--- config.mk ---
export PLATFORM = sky130hd
export DESIGN_NAME = ir_pulse_width_symbol_decoder_flat
export DESIGN_NICKNAME = d
export VERILOG_FILES = /design/src/hdl/ipwd_pkg.sv /design/src/hdl/ipwd_channels.sv /design/src/hdl/ipwd_regs.sv /design/src/hdl/ipwd_front.sv /design/src/hdl/ipwd_queue.sv /design/src/hdl/ipwd_back.sv /design/src/hdl/ir_pulse_width_symbol_decoder.sv /design/src/flat_wrapper.sv
export SDC_FILE = /design/constraint.sdc
export NUM_CORES = 2
export LEC_CHECK = 0
export BUFFER_PORTS_ARGS = -buffer_cell sky130_fd_sc_hd__buf_2
export CORE_MARGIN = 2
export CORE_UTILIZATION = 35
export DETAILED_ROUTE_END_ITERATION = 7
export GPL_ROUTABILITY_DRIVEN = 0
export PLACE_DENSITY_LB_ADDON = 0.25
export SLEW_MARGIN = 20
export SYNTH_ARGS = -nofsm -noshare
export SYNTH_HDL_FRONTEND = slang
export SYNTH_SLANG_ARGS = --single-unit
--- constraint.sdc ---
create_clock -name clk -period 8.6 [get_ports clk]
set_input_delay 0.86 -clock clk [delete_from_list [all_inputs] [get_ports clk]]
set_output_delay 0.86 -clock clk [all_outputs]
set_load 0.005 [all_outputs]
--- src/hdl/ipwd_pkg.sv ---
package ipwd_pkg;

    // APB address width: seven 32-bit registers at 4*i
    localparam int CFG_ADDR_W = 5;

    // default depth of the queue between classifier and decoder
    localparam int QUEUE_DEPTH_DEF = 4;

    typedef enum logic [2:0] {
        REG_TICK_SCALE  = 3'd0,
        REG_LEADER_LOW  = 3'd1,
        REG_LEADER_HIGH = 3'd2,
        REG_SEP_LOW     = 3'd3,
        REG_SEP_HIGH    = 3'd4,
        REG_ONE_HIGH    = 3'd5,
        REG_ZERO_HIGH   = 3'd6
    } reg_idx_t;

    typedef enum logic [2:0] {
        KIND_LEADER = 3'd0,
        KIND_SEP    = 3'd1,
        KIND_DATA   = 3'd2,
        KIND_BAD    = 3'd3,
        KIND_END    = 3'd4
    } kind_t;

    localparam logic [7:0] SYM_LEADER = 8'd76;
    localparam logic [7:0] SYM_SEP    = 8'd83;
    localparam logic [7:0] SYM_ERR    = 8'hff;
    localparam logic [7:0] COUNT_MAX  = 8'hff;
    localparam logic [2:0] BIT_LAST   = 3'd7;

    // configuration registers as seen by the datapath
    typedef struct packed {
        logic [15:0] tick_scale;
        logic [31:0] leader_low_win;
        logic [31:0] leader_high_win;
        logic [31:0] sep_low_win;
        logic [31:0] sep_high_win;
        logic [31:0] one_high_win;
        logic [31:0] zero_high_win;
    } cfg_t;

    // window hits of one pulse pair, plus the frame end mark
    typedef struct packed {
        logic leader_lo;
        logic leader_hi;
        logic sep_lo;
        logic sep_hi;
        logic one_hi;
        logic zero_hi;
        logic last;
    } pair_class_t;

endpackage

--- src/hdl/ipwd_channels.sv ---
// input channel: one captured pulse pair per item
interface ipwd_pair_if;
    logic        valid;
    logic        ready;
    logic [15:0] low_time;
    logic [15:0] high_time;
    logic        last_pair;

    modport source (output valid, low_time, high_time, last_pair, input ready);
    modport sink   (input valid, low_time, high_time, last_pair, output ready);
endinterface

// output channel: one decoded symbol per item
interface ipwd_sym_if;
    logic       valid;
    logic       ready;
    logic [2:0] kind;
    logic [7:0] value;
    logic       frame_error;
    logic [7:0] symbol_count;
    logic       frame_last;

    modport source (output valid, kind, value, frame_error, symbol_count, frame_last,
                    input ready);
    modport sink   (input valid, kind, value, frame_error, symbol_count, frame_last,
                    output ready);
endinterface

--- src/hdl/ipwd_regs.sv ---
module ipwd_regs (
    input  logic                            clk,
    input  logic                            rst_n,
    input  logic                            psel,
    input  logic                            penable,
    input  logic                            pwrite,
    input  logic [ipwd_pkg::CFG_ADDR_W-1:0] paddr,
    input  logic [31:0]                     pwdata,
    output logic [31:0]                     prdata,
    output logic                            pready,
    output ipwd_pkg::cfg_t                  cfg
);

    // tick scale 1, all windows 0
    localparam ipwd_pkg::cfg_t CFG_RESET = {16'd1, 192'd0};

    ipwd_pkg::cfg_t   cfg_reg;
    ipwd_pkg::cfg_t   cfg_next;
    ipwd_pkg::reg_idx_t idx;
    logic             wr_en;

    assign pready = 1'b1;
    assign wr_en  = psel && penable && pwrite;
    assign idx    = ipwd_pkg::reg_idx_t'(paddr[ipwd_pkg::CFG_ADDR_W-1:2]);
    assign cfg    = cfg_reg;

    // register write decode
    always_comb
    begin
        cfg_next = cfg_reg;
        if (wr_en)
        begin
            case (idx)
                ipwd_pkg::REG_TICK_SCALE:  cfg_next.tick_scale      = pwdata[15:0];
                ipwd_pkg::REG_LEADER_LOW:  cfg_next.leader_low_win  = pwdata;
                ipwd_pkg::REG_LEADER_HIGH: cfg_next.leader_high_win = pwdata;
                ipwd_pkg::REG_SEP_LOW:     cfg_next.sep_low_win     = pwdata;
                ipwd_pkg::REG_SEP_HIGH:    cfg_next.sep_high_win    = pwdata;
                ipwd_pkg::REG_ONE_HIGH:    cfg_next.one_high_win    = pwdata;
                ipwd_pkg::REG_ZERO_HIGH:   cfg_next.zero_high_win   = pwdata;
                default:                   cfg_next = cfg_reg;
            endcase
        end
    end

    always_ff @(posedge clk or negedge rst_n)
    begin
        if (!rst_n)
        begin
            cfg_reg <= CFG_RESET;
        end
        else
        begin
            cfg_reg <= cfg_next;
        end
    end

    // read back
    always_comb
    begin
        case (idx)
            ipwd_pkg::REG_TICK_SCALE:  prdata = {16'd0, cfg_reg.tick_scale};
            ipwd_pkg::REG_LEADER_LOW:  prdata = cfg_reg.leader_low_win;
            ipwd_pkg::REG_LEADER_HIGH: prdata = cfg_reg.leader_high_win;
            ipwd_pkg::REG_SEP_LOW:     prdata = cfg_reg.sep_low_win;
            ipwd_pkg::REG_SEP_HIGH:    prdata = cfg_reg.sep_high_win;
            ipwd_pkg::REG_ONE_HIGH:    prdata = cfg_reg.one_high_win;
            ipwd_pkg::REG_ZERO_HIGH:   prdata = cfg_reg.zero_high_win;
            default:                   prdata = '0;
        endcase
    end

endmodule

--- src/hdl/ipwd_front.sv ---
module ipwd_front (
    input  logic                   clk,
    input  logic                   rst_n,
    input  ipwd_pkg::cfg_t         cfg,
    ipwd_pair_if.sink              pairs,
    output logic                   push,
    output ipwd_pkg::pair_class_t  push_item,
    input  logic                   q_full
);

    logic        s1_valid_reg;
    logic        s1_valid_next;
    logic [15:0] lo_reg;
    logic [15:0] hi_reg;
    logic        last_reg;
    logic [31:0] lo_prod;
    logic [31:0] hi_prod;
    logic [15:0] lo_sat;
    logic [15:0] hi_sat;
    logic        accept;

    // inclusive window test: min in bits 15:0, max in bits 31:16
    function automatic logic in_win(input logic [15:0] v, input logic [31:0] w);
        return (v >= w[15:0]) && (v <= w[31:16]);
    endfunction

    // tick scaling with saturation to 16 bits
    assign lo_prod = 32'(pairs.low_time) * 32'(cfg.tick_scale);
    assign hi_prod = 32'(pairs.high_time) * 32'(cfg.tick_scale);
    assign lo_sat  = (lo_prod[31:16] != 16'd0) ? 16'hffff : lo_prod[15:0];
    assign hi_sat  = (hi_prod[31:16] != 16'd0) ? 16'hffff : hi_prod[15:0];

    assign pairs.ready = !s1_valid_reg || !q_full;
    assign accept      = pairs.valid && pairs.ready;
    assign push        = s1_valid_reg && !q_full;

    always_comb
    begin
        if (accept)
            s1_valid_next = 1'b1;
        else if (push)
            s1_valid_next = 1'b0;
        else
            s1_valid_next = s1_valid_reg;
    end

    always_ff @(posedge clk or negedge rst_n)
    begin
        if (!rst_n)
            s1_valid_reg <= 1'b0;
        else
            s1_valid_reg <= s1_valid_next;
    end

    always_ff @(posedge clk)
    begin
        if (accept)
        begin
            lo_reg   <= lo_sat;
            hi_reg   <= hi_sat;
            last_reg <= pairs.last_pair;
        end
    end

    // window classification of the scaled pair
    always_comb
    begin
        push_item.leader_lo = in_win(lo_reg, cfg.leader_low_win);
        push_item.leader_hi = in_win(hi_reg, cfg.leader_high_win);
        push_item.sep_lo    = in_win(lo_reg, cfg.sep_low_win);
        push_item.sep_hi    = in_win(hi_reg, cfg.sep_high_win);
        push_item.one_hi    = in_win(hi_reg, cfg.one_high_win);
        push_item.zero_hi   = in_win(hi_reg, cfg.zero_high_win);
        push_item.last      = last_reg;
    end

endmodule

--- src/hdl/ipwd_queue.sv ---
module ipwd_queue #(
    parameter int DEPTH = ipwd_pkg::QUEUE_DEPTH_DEF
) (
    input  logic                  clk,
    input  logic                  rst_n,
    input  logic                  push,
    input  ipwd_pkg::pair_class_t push_item,
    output logic                  full,
    input  logic                  pop,
    output ipwd_pkg::pair_class_t pop_item,
    output logic                  q_valid
);

    localparam int PTR_W = (DEPTH > 1) ? $clog2(DEPTH) : 1;
    localparam int CNT_W = $clog2(DEPTH + 1);

    ipwd_pkg::pair_class_t mem_reg [DEPTH];
    logic [PTR_W-1:0] wr_ptr_reg;
    logic [PTR_W-1:0] wr_ptr_next;
    logic [PTR_W-1:0] rd_ptr_reg;
    logic [PTR_W-1:0] rd_ptr_next;
    logic [CNT_W-1:0] count_reg;
    logic [CNT_W-1:0] count_next;

    function automatic logic [PTR_W-1:0] ptr_inc(input logic [PTR_W-1:0] p);
        return (p == PTR_W'(DEPTH - 1)) ? '0 : p + PTR_W'(1);
    endfunction

    assign full     = (count_reg == CNT_W'(DEPTH));
    assign q_valid  = (count_reg != '0);
    assign pop_item = mem_reg[rd_ptr_reg];

    always_comb
    begin
        wr_ptr_next = push ? ptr_inc(wr_ptr_reg) : wr_ptr_reg;
        rd_ptr_next = pop ? ptr_inc(rd_ptr_reg) : rd_ptr_reg;
        case ({push, pop})
            2'b10:   count_next = count_reg + CNT_W'(1);
            2'b01:   count_next = count_reg - CNT_W'(1);
            default: count_next = count_reg;
        endcase
    end

    always_ff @(posedge clk or negedge rst_n)
    begin
        if (!rst_n)
        begin
            wr_ptr_reg <= '0;
            rd_ptr_reg <= '0;
            count_reg  <= '0;
        end
        else
        begin
            wr_ptr_reg <= wr_ptr_next;
            rd_ptr_reg <= rd_ptr_next;
            count_reg  <= count_next;
        end
    end

    always_ff @(posedge clk)
    begin
        if (push)
            mem_reg[wr_ptr_reg] <= push_item;
    end

endmodule

--- src/hdl/ipwd_back.sv ---
module ipwd_back (
    input  logic                  clk,
    input  logic                  rst_n,
    input  logic                  q_valid,
    input  ipwd_pkg::pair_class_t q_item,
    output logic                  pop,
    ipwd_sym_if.source            symbols
);

    // frame state
    logic        in_byte_reg;
    logic        in_byte_next;
    logic [2:0]  bit_cnt_reg;
    logic [2:0]  bit_cnt_next;
    logic [7:0]  shift_reg;
    logic [7:0]  shift_next;
    logic        err_reg;
    logic        err_next;
    logic [7:0]  count_reg;
    logic [7:0]  count_next;

    // output stage
    logic        out_valid_reg;
    logic        out_valid_next;
    ipwd_pkg::kind_t kind_reg;
    logic [7:0]  value_reg;
    logic        ferr_reg;
    logic [7:0]  scount_reg;
    logic        flast_reg;

    // per-item decode results
    logic        emit;
    logic        show;
    ipwd_pkg::kind_t kind_c;
    logic [7:0]  value_c;
    logic        res_err;
    logic [7:0]  res_count;
    logic [7:0]  base;
    logic [7:0]  bit_shift;
    logic        bit_err;

    assign pop = q_valid && (!out_valid_reg || symbols.ready);

    always_comb
    begin
        in_byte_next = in_byte_reg;
        bit_cnt_next = bit_cnt_reg;
        shift_next   = shift_reg;
        err_next     = err_reg;
        emit         = 1'b0;
        kind_c       = ipwd_pkg::KIND_END;
        value_c      = 8'd0;

        // next byte value if this pair is taken as a bit
        base    = in_byte_reg ? shift_reg : 8'd0;
        bit_err = !q_item.one_hi && !q_item.zero_hi;
        if (q_item.one_hi)
            bit_shift = {base[6:0], 1'b1};
        else if (q_item.zero_hi)
            bit_shift = {base[6:0], 1'b0};
        else
            bit_shift = ipwd_pkg::SYM_ERR;

        if (in_byte_reg)
        begin
            shift_next = bit_shift;
            if (bit_err)
                err_next = 1'b1;
            if (bit_cnt_reg == ipwd_pkg::BIT_LAST)
            begin
                emit         = 1'b1;
                kind_c       = ipwd_pkg::KIND_DATA;
                value_c      = bit_shift;
                in_byte_next = 1'b0;
                bit_cnt_next = 3'd0;
            end
            else
            begin
                bit_cnt_next = bit_cnt_reg + 3'd1;
            end
        end
        else if (q_item.leader_lo)
        begin
            emit = 1'b1;
            if (q_item.leader_hi)
            begin
                kind_c  = ipwd_pkg::KIND_LEADER;
                value_c = ipwd_pkg::SYM_LEADER;
            end
            else
            begin
                kind_c   = ipwd_pkg::KIND_BAD;
                value_c  = ipwd_pkg::SYM_ERR;
                err_next = 1'b1;
            end
        end
        else if (q_item.sep_lo)
        begin
            if (q_item.sep_hi)
            begin
                emit    = 1'b1;
                kind_c  = ipwd_pkg::KIND_SEP;
                value_c = ipwd_pkg::SYM_SEP;
            end
            else
            begin
                // byte starts, this pair is its top bit
                in_byte_next = 1'b1;
                shift_next   = bit_shift;
                bit_cnt_next = 3'd1;
                if (bit_err)
                    err_next = 1'b1;
            end
        end

        if (emit && (count_reg != ipwd_pkg::COUNT_MAX))
            count_next = count_reg + 8'd1;
        else
            count_next = count_reg;

        res_err   = err_next;
        res_count = count_next;
        show      = emit || q_item.last;

        // frame end clears the per-frame state
        if (q_item.last)
        begin
            in_byte_next = 1'b0;
            bit_cnt_next = 3'd0;
            shift_next   = 8'd0;
            err_next     = 1'b0;
            count_next   = 8'd0;
        end
    end

    always_comb
    begin
        if (pop)
            out_valid_next = show;
        else if (symbols.ready)
            out_valid_next = 1'b0;
        else
            out_valid_next = out_valid_reg;
    end

    always_ff @(posedge clk or negedge rst_n)
    begin
        if (!rst_n)
        begin
            in_byte_reg   <= 1'b0;
            bit_cnt_reg   <= 3'd0;
            shift_reg     <= 8'd0;
            err_reg       <= 1'b0;
            count_reg     <= 8'd0;
            out_valid_reg <= 1'b0;
        end
        else
        begin
            out_valid_reg <= out_valid_next;
            if (pop)
            begin
                in_byte_reg <= in_byte_next;
                bit_cnt_reg <= bit_cnt_next;
                shift_reg   <= shift_next;
                err_reg     <= err_next;
                count_reg   <= count_next;
            end
        end
    end

    always_ff @(posedge clk)
    begin
        if (pop && show)
        begin
            kind_reg   <= kind_c;
            value_reg  <= value_c;
            ferr_reg   <= res_err;
            scount_reg <= res_count;
            flast_reg  <= q_item.last;
        end
    end

    assign symbols.valid        = out_valid_reg;
    assign symbols.kind         = kind_reg;
    assign symbols.value        = value_reg;
    assign symbols.frame_error  = ferr_reg;
    assign symbols.symbol_count = scount_reg;
    assign symbols.frame_last   = flast_reg;

endmodule

--- src/hdl/ir_pulse_width_symbol_decoder.sv ---
// IR pulse-pair symbol decoder.
// pairs:   input channel, one captured pulse pair (low_time, high_time in ticks,
//          last_pair) per item, valid/ready handshake.
// symbols: output channel, zero or one decoded symbol per pair (kind, value,
//          frame_error, symbol_count, frame_last).
// APB port: seven 32-bit registers at 4*i (tick scale, then six min/max
//          windows); write only while the block is idle. pready is tied high.
// Path: an accepted pair passes the scale stage register, the queue and
//          the decode/output register before its symbol shows on the output.
// Throughput: one pair per cycle while the queue is not full; the scale
//          multiply is combinational and the decoder updates its state on each pop.
// A small queue sits between the classifier and the decoder. When the
//          receiver stalls, the held symbol stays put, the queue fills, and
//          only then does pairs.ready drop.
// Reset: registers return to their defaults (tick scale 1, windows 0), frame
//          state is cleared, queue and output stage are empty.
module ir_pulse_width_symbol_decoder #(
    parameter int QUEUE_DEPTH = ipwd_pkg::QUEUE_DEPTH_DEF
) (
    input  logic                            clk,
    input  logic                            rst_n,
    input  logic                            psel,
    input  logic                            penable,
    input  logic                            pwrite,
    input  logic [ipwd_pkg::CFG_ADDR_W-1:0] paddr,
    input  logic [31:0]                     pwdata,
    output logic [31:0]                     prdata,
    output logic                            pready,
    ipwd_pair_if.sink                       pairs,
    ipwd_sym_if.source                      symbols
);

    ipwd_pkg::cfg_t        cfg;
    ipwd_pkg::pair_class_t push_item;
    ipwd_pkg::pair_class_t pop_item;
    logic                  push;
    logic                  pop;
    logic                  q_full;
    logic                  q_valid;

    ipwd_regs u_regs (
        .clk     (clk),
        .rst_n   (rst_n),
        .psel    (psel),
        .penable (penable),
        .pwrite  (pwrite),
        .paddr   (paddr),
        .pwdata  (pwdata),
        .prdata  (prdata),
        .pready  (pready),
        .cfg     (cfg)
    );

    ipwd_front u_front (
        .clk       (clk),
        .rst_n     (rst_n),
        .cfg       (cfg),
        .pairs     (pairs),
        .push      (push),
        .push_item (push_item),
        .q_full    (q_full)
    );

    ipwd_queue #(
        .DEPTH (QUEUE_DEPTH)
    ) u_queue (
        .clk       (clk),
        .rst_n     (rst_n),
        .push      (push),
        .push_item (push_item),
        .full      (q_full),
        .pop       (pop),
        .pop_item  (pop_item),
        .q_valid   (q_valid)
    );

    ipwd_back u_back (
        .clk     (clk),
        .rst_n   (rst_n),
        .q_valid (q_valid),
        .q_item  (pop_item),
        .pop     (pop),
        .symbols (symbols)
    );

endmodule

--- src/flat_wrapper.sv ---
// flat-port wrapper written by rule: the top's interface ports become plain ports
module ir_pulse_width_symbol_decoder_flat 
#(
    parameter int QUEUE_DEPTH = ipwd_pkg::QUEUE_DEPTH_DEF
)
  (clk, rst_n, psel, penable, pwrite, paddr, pwdata, prdata, pready, pairs_valid, pairs_low_time, pairs_high_time, pairs_last_pair, pairs_ready, symbols_valid, symbols_kind, symbols_value, symbols_frame_error, symbols_symbol_count, symbols_frame_last, symbols_ready);
  ipwd_pair_if pairs_i ();
  ipwd_sym_if symbols_i ();
  input  logic clk;
  input  logic rst_n;
  input  logic psel;
  input  logic penable;
  input  logic pwrite;
  input  logic [ipwd_pkg::CFG_ADDR_W-1:0] paddr;
  input  logic [31:0] pwdata;
  output logic [31:0] prdata;
  output logic pready;
  input wire logic [$bits(pairs_i.valid)-1:0] pairs_valid;
  input wire logic [$bits(pairs_i.low_time)-1:0] pairs_low_time;
  input wire logic [$bits(pairs_i.high_time)-1:0] pairs_high_time;
  input wire logic [$bits(pairs_i.last_pair)-1:0] pairs_last_pair;
  output wire logic [$bits(pairs_i.ready)-1:0] pairs_ready;
  output wire logic [$bits(symbols_i.valid)-1:0] symbols_valid;
  output wire logic [$bits(symbols_i.kind)-1:0] symbols_kind;
  output wire logic [$bits(symbols_i.value)-1:0] symbols_value;
  output wire logic [$bits(symbols_i.frame_error)-1:0] symbols_frame_error;
  output wire logic [$bits(symbols_i.symbol_count)-1:0] symbols_symbol_count;
  output wire logic [$bits(symbols_i.frame_last)-1:0] symbols_frame_last;
  input wire logic [$bits(symbols_i.ready)-1:0] symbols_ready;
  assign pairs_i.valid = pairs_valid;
  assign pairs_i.low_time = pairs_low_time;
  assign pairs_i.high_time = pairs_high_time;
  assign pairs_i.last_pair = pairs_last_pair;
  assign pairs_ready = pairs_i.ready;
  assign symbols_valid = symbols_i.valid;
  assign symbols_kind = symbols_i.kind;
  assign symbols_value = symbols_i.value;
  assign symbols_frame_error = symbols_i.frame_error;
  assign symbols_symbol_count = symbols_i.symbol_count;
  assign symbols_frame_last = symbols_i.frame_last;
  assign symbols_i.ready = symbols_ready;
  ir_pulse_width_symbol_decoder #(.QUEUE_DEPTH(QUEUE_DEPTH)) u_core (.clk(clk), .rst_n(rst_n), .psel(psel), .penable(penable), .pwrite(pwrite), .paddr(paddr), .pwdata(pwdata), .prdata(prdata), .pready(pready), .pairs(pairs_i), .symbols(symbols_i));
endmodule
Word level (Yosys, flattened, before mapping):

Memory sizes are Yosys's and may differ from the RTL's.
Index checks and enable logic that the tools add are counted.
W data, S select, Z words.

* logic and storage cells: 155
* output and inout port bits: 56
* memories kept: 1
* bits of input ports: 77
* bits in writable memories: 28
* flip-flop bits (word level): 291

* multipliers: 2
* reductions and logical operators: 38
* muxes and demuxes: 56
* $add $sub $neg: 6
* equal/unequal tests: 15
* order comparisons: 12

Memories
* u_core.u_queue.mem_reg: words 4, width 7, rd ports 1, clocked after Yosys merged registers in 0, write ports 1, line ipwd_queue.sv:17 `ipwd_pkg::pair_class_t mem_reg [DEPTH];`

Operators by type and width (count)
* $pmux W32 S7: 1
* $ge A16 B16 Y1: 6
* $le A16 B16 Y1: 6
* $mul A16 B16 Y32: 2
* $mux W8: 8
* $mux W7: 8
* $mux W3: 11
* $reduce_bool A16 Y1: 2
* $mux W1: 24
* $eq A3 B3 Y1 const B: 5
* $logic_and A1 B1 Y1: 14
* $reduce_and A2 Y1: 7
* $add A8 B1 Y8 const B: 1
* $ne A8 B8 Y1 const B: 1
* $add A3 B1 Y3 const B: 2
* $eq A2 B2 Y1 const B: 3
* $eq A3 B2 Y1 const B: 2
* $mux W2: 3
* $ne A3 B3 Y1 const B: 2
* $pmux W3 S2: 1
* $reduce_bool A2 Y1: 3
* $reduce_bool A3 Y1: 2
* $logic_not A1 Y1: 5
* $add A2 B1 Y2 const B: 2
* other kinds (6): 8

Logic depth before layout (Yosys ltp):

An unclocked memory read counts as a cell.

* word-level depth: 9
* depth in mapped cells: 27
* gate-level depth less buffers: 23

By module:

From an unflattened synthesis, not the netlist that was laid out.

* cells, all modules: 3671
* area, all modules: 36186.0 um^2

Modules (own cells, without submodules)
* ipwd_front: times used 1, cells each 2720, area an instance 23172.2 um^2
* ipwd_regs: times used 1, cells each 691, area an instance 9581.7 um^2
* ipwd_back: times used 1, cells each 184, area an instance 2001.9 um^2
* ipwd_queue: times used 1, cells each 76, area an instance 1430.1 um^2

Worst setup path after synthesis:

Ideal clock, no wire load.

* kind: input -> register
* from: input pairs_high_time[11]
* to: register u_core.u_front.hi_reg[13] (data pin)
* setup time: 0.255 ns
* slack: 1.448 ns
* data required time: 8.345 ns
* arrival time: 6.897 ns
* stages on the path: 22
* buffers on the path: 3
* cell sequence: clkbuf_1 -> nand2_1 -> fa_1 -> fa_1 -> fa_1 -> inv_1 -> fa_1 -> fa_1 -> inv_1 -> fa_1 -> inv_1 -> ha_1 -> clkbuf_1 -> nand2_1 -> or4_4 -> nand2_2 -> a311oi_2 -> xnor2_1 -> or4_4 -> nor4_4 -> buf_6 -> nand2_1

* word-level cells in the longest chain between the ends: 2

Ends and longest elaborated chain
* start, declared: line flat_wrapper.sv:20 `input wire logic [$bits(pairs_i.high_time)-1:0] pairs_high_time;`
* $mul A16 B16 Y32 *: line ipwd_front.sv:29 `assign hi_prod = 32'(pairs.high_time) * 32'(cfg.tick_scale);`
* $reduce_bool A16 Y1: line ipwd_front.sv:31 `assign hi_sat = (hi_prod[31:16] != 16'd0) ? 16'hffff : hi_prod[15:0];`
* end signal, assigned: line ipwd_front.sv:60 `hi_reg <= hi_sat;`
* end, declared: line ipwd_front.sv:14 `logic [15:0] hi_reg;`

Mark *: on every way between the ends. The rest lies on a longest branch, timed or not.
A chain may end at the register's enable or synchronous reset.

Final worst setup path:

* from: register u_core.u_regs.cfg_reg (netlist bit u_core.u_regs.cfg[194])
* to: register u_core.u_front.lo_reg[12] (data pin)

* word-level cells in the longest chain between the ends: 2

Ends and longest elaborated chain
* start, declared: line ipwd_regs.sv:17 `ipwd_pkg::cfg_t cfg_reg;`
* start signal, assigned: line ipwd_regs.sv:54 `cfg_reg <= cfg_next;`
* $mul A16 B16 Y32 *: line ipwd_front.sv:28 `assign lo_prod = 32'(pairs.low_time) * 32'(cfg.tick_scale);`
* $reduce_bool A16 Y1: line ipwd_front.sv:30 `assign lo_sat = (lo_prod[31:16] != 16'd0) ? 16'hffff : lo_prod[15:0];`
* end signal, assigned: line ipwd_front.sv:59 `lo_reg <= lo_sat;`
* end, declared: line ipwd_front.sv:13 `logic [15:0] lo_reg;`

Marks and branches as above.

==> impl_metrics.toml <==
[clocking]
cts_max_path_buffers = 3
clock_latency_ns = 0.55
clock_tree_from_tritoncts = "done"
cts_setup_buffers = 0
post_cts.resized_instances = 0
clock_tree.root_cell = "clkbuf_16"
cts-htree-levels = 2
cts_made_buffers = 36
hold_buffers = 0
clock_pin_slew_on_the_worst_setup_and_hold_paths_ns = 0.06
clkSinkCount = 319

[cells_and_area]
final_area_mm2 = 0.0384
mostFrequentLayoutCells = "nand2_1, inv_1, ha_1"
finalNetCount = 4763
regArea_mm2 = 0.00839
area_growth_pct = 9.23
most_common_library_cell_in_the_layout_ignoring_fill_and_taps = "nand2_1"
multi_input_comb_area_mm2 = 0.0239
instances_no_fill = 5217
fillers = 10100
post_route_cells_drive_above_1_share_pct = 8.00
fin_util_pct = 38.4
largest_register_ff_count = 208

[drt]
totalWireLength_mm = 102
avgViaCountPerCell = 5.21
drt_pass1_iterations = 5
route.vias.total = 27200
number_of_remaining_drc_errors = 0
ant_nets = 0
drt-wirelength-per-cell_um = 19.6
drtIter0Drc = 1774

[run]
cap_violations = 0

[critical_path]
timing.critical_path.arrival_ns = 7.92
setup.worst_path.class = "reg -> reg"
type_of_origin_of_the_critical_path = "flop"
critical_path_peak_fanout = 21
regToRegStartpoint = "u_core.u_regs.cfg[194]$_DFFE_PN0P_"
crit_start = "u_core.u_regs.cfg[194]$_DFFE_PN0P_"
critical_path_required_ns = 8.86
worst_setup_path_end_kind = "flop"

[timing]
timing.setup.tns_ns = 0
tightestPinTransition_ns = 1.20
clock_skew_ns = 0.0369
fmaxAchievable_mhz = 131
worst_slew_margin_relative_to_its_limit_pct = 19.6
fin_crit_ns = 7.66
hold_violations = 0
setup_repair_after_global_routing_missed_its_margin = "false"
post-route-period-util_pct = 89.0
setup_viols_final = 0
final_max_slew_violation_count = 0

[synthesis]
synth.ff_latch_count = 319
ys.flop_type = "dfrtp_1"
share_of_flip_flops_with_an_asynchronous_set_or_reset_after_synthesis_pct = 74.3
mappedNetlistNets = 4724
count_of_mapped_cells_out_of_synthesis = 3849
avgSynthCellArea_um2 = 9.13
synth_area_mm2 = 0.0351
part_of_the_yosys_area_used_for_sequential_elements_pct = 23.9
synthesis.yosys.warnings = 0
synth.lib_cells_used.distinct = 78
edff_count_synth = 82

[outcome]
status = "finished, final reports clean"

[global_route]
pin_count_of_the_biggest_net_entering_global_routing = 112
groute.usage.overall_pct = 20.2
number_of_antenna_violations_at_the_first_check_in_global_routing = 9
wire_length_of_the_first_global_routing_pass_mm = 163
overflow = 0
first_global_vias = 27700

[die]
die_width_um = 321
io-pin-count = 133
floorplan.initialDensity_pct = 35.2
dieHeight_um = 321
placementRows = 116
design.core.area_mm2 = 0.0999
design.die.area_mm2 = 0.103

[place]
count_of_placed_standard_cells_including_taps = 5148
place.detailed.hpwl_mm = 79.9
placement.io_buffers = 129
cell_area_after_placement_mm2 = 0.0371

[worst_hold_path]
tightest_hold_check_type = "in -> async"
## routing by layer
layer | global-route usage, % | vias to the layer above | part of all wire [%]
li1 | - | 12700 | -
met1 | 28.1 | 13600 | 46
met2 | 33.3 | 754 | 46
met3 | 2.42 | 140 | 5.8
met4 | 5.26 | 6 | 2.6
met5 | 0 | - | 0.039
## final timing paths
path	endpoint	slack (ns)	cells past startpoint
setup / recovery	u_core.u_front.lo_reg[12]$_SDFFCE_PP1P_	0.94	21
hold / removal	u_core.u_regs.cfg[24]$_DFFE_PN0P_	0.40	1
setup reg to reg	u_core.u_front.lo_reg[12]$_SDFFCE_PP1P_	0.94	21
hold reg to reg	u_core.u_back.bit_cnt_reg[1]$_DFFE_PN0P_	0.48	2
max in group asynchronous	u_core.u_regs.cfg[157]$_DFFE_PN0P_	6.82	2
min in group clk	u_core.u_back.bit_cnt_reg[1]$_DFFE_PN0P_	0.48	2
## synthesized netlist by cell type (7+ instances only)
master,count,share of area (%)
buf_2,9,0.13
and2_1,230,4.1
a21oi_1,140,2.0
nand2_1,611,6.5
a22o_1,8,0.20
xor2_1,27,0.67
a221oi_1,25,0.62
o211ai_1,10,0.21
a21o_1,60,1.3
nor2_1,98,1.0
nand2b_1,29,0.52
a22oi_1,15,0.32
nand3_1,35,0.50
and4_1,8,0.20
mux4_2,11,0.71
a31oi_1,7,0.12
nor3_1,18,0.26
dfrtp_1,236,17
mux2_2,31,0.99
edfxtp_1,82,7.0
fa_1,389,22
o21a_1,12,0.26
nand4_1,49,0.87
and3_1,16,0.29
clkbuf_1,159,1.7
mux2i_1,22,0.63
a211oi_1,25,0.53
o221ai_1,19,0.47
o21bai_1,7,0.15
nor4_1,8,0.14
o21ai_0,301,4.3
xnor2_1,25,0.62
nor2b_1,19,0.34
ha_1,409,15
inv_1,592,6.3
o22ai_1,22,0.39
## cell type report
type	count	area share, %
multi-input combinational	2757	62.2
sequential	319	21.9
inverter	594	5.81
tap	1298	4.23
timing repair buffer	180	2.72
clock buffer	46	2.63
clock inverter	17	0.519
antenna	6	0.0391
## worst max-delay path: stages (launching register included)
cell	delay [ns]
dfrtp_1	0.95
buf_4	0.35
nand2_1	0.10
fa_1	0.51
fa_1	0.55
inv_1	0.05
fa_1	0.49
inv_1	0.05
fa_1	0.51
fa_1	0.41
fa_1	0.51
inv_1	0.04
ha_1	0.36
a21oi_1	0.32
a21oi_1	0.12
a211oi_1	0.23
o21ai_0	0.27
a311oi_1	0.44
nor3b_1	0.26
a31oi_1	0.09
and4bb_2	0.52
nand4_1	0.20
## cell families (layout without fill, tap and decap cells)
kind of cell / count (synthesis) / count (layout) / share of synthesized area, %
AO/OA/AOI/OAI: 695 / 695 / 12.0
XOR/XNOR: 52 / 52 / 1.30
adder cells (fa/ha/maj): 798 / 798 / 36.7
buffers and inverters: 773 / 837 / 8.35
flip-flops: 319 / 319 / 23.9
multiplexers: 64 / 64 / 2.33
other: 1 / 7 / 0.0107
AND/OR/NAND/NOR: 1147 / 1147 / 15.4
## through the flow
step	worst slack (ns)	hold slack (ns)
final	0.942	0.402
after detailed placement	0.811	0.468
after floorplan	1.45	0.443
after CTS	0.951	0.439
after global routing	0.510	0.483
after global placement	0.888	0.455
Power is not shown: default switching activity piles up to over one toggle a cycle in this logic, so the estimate is an artifact.
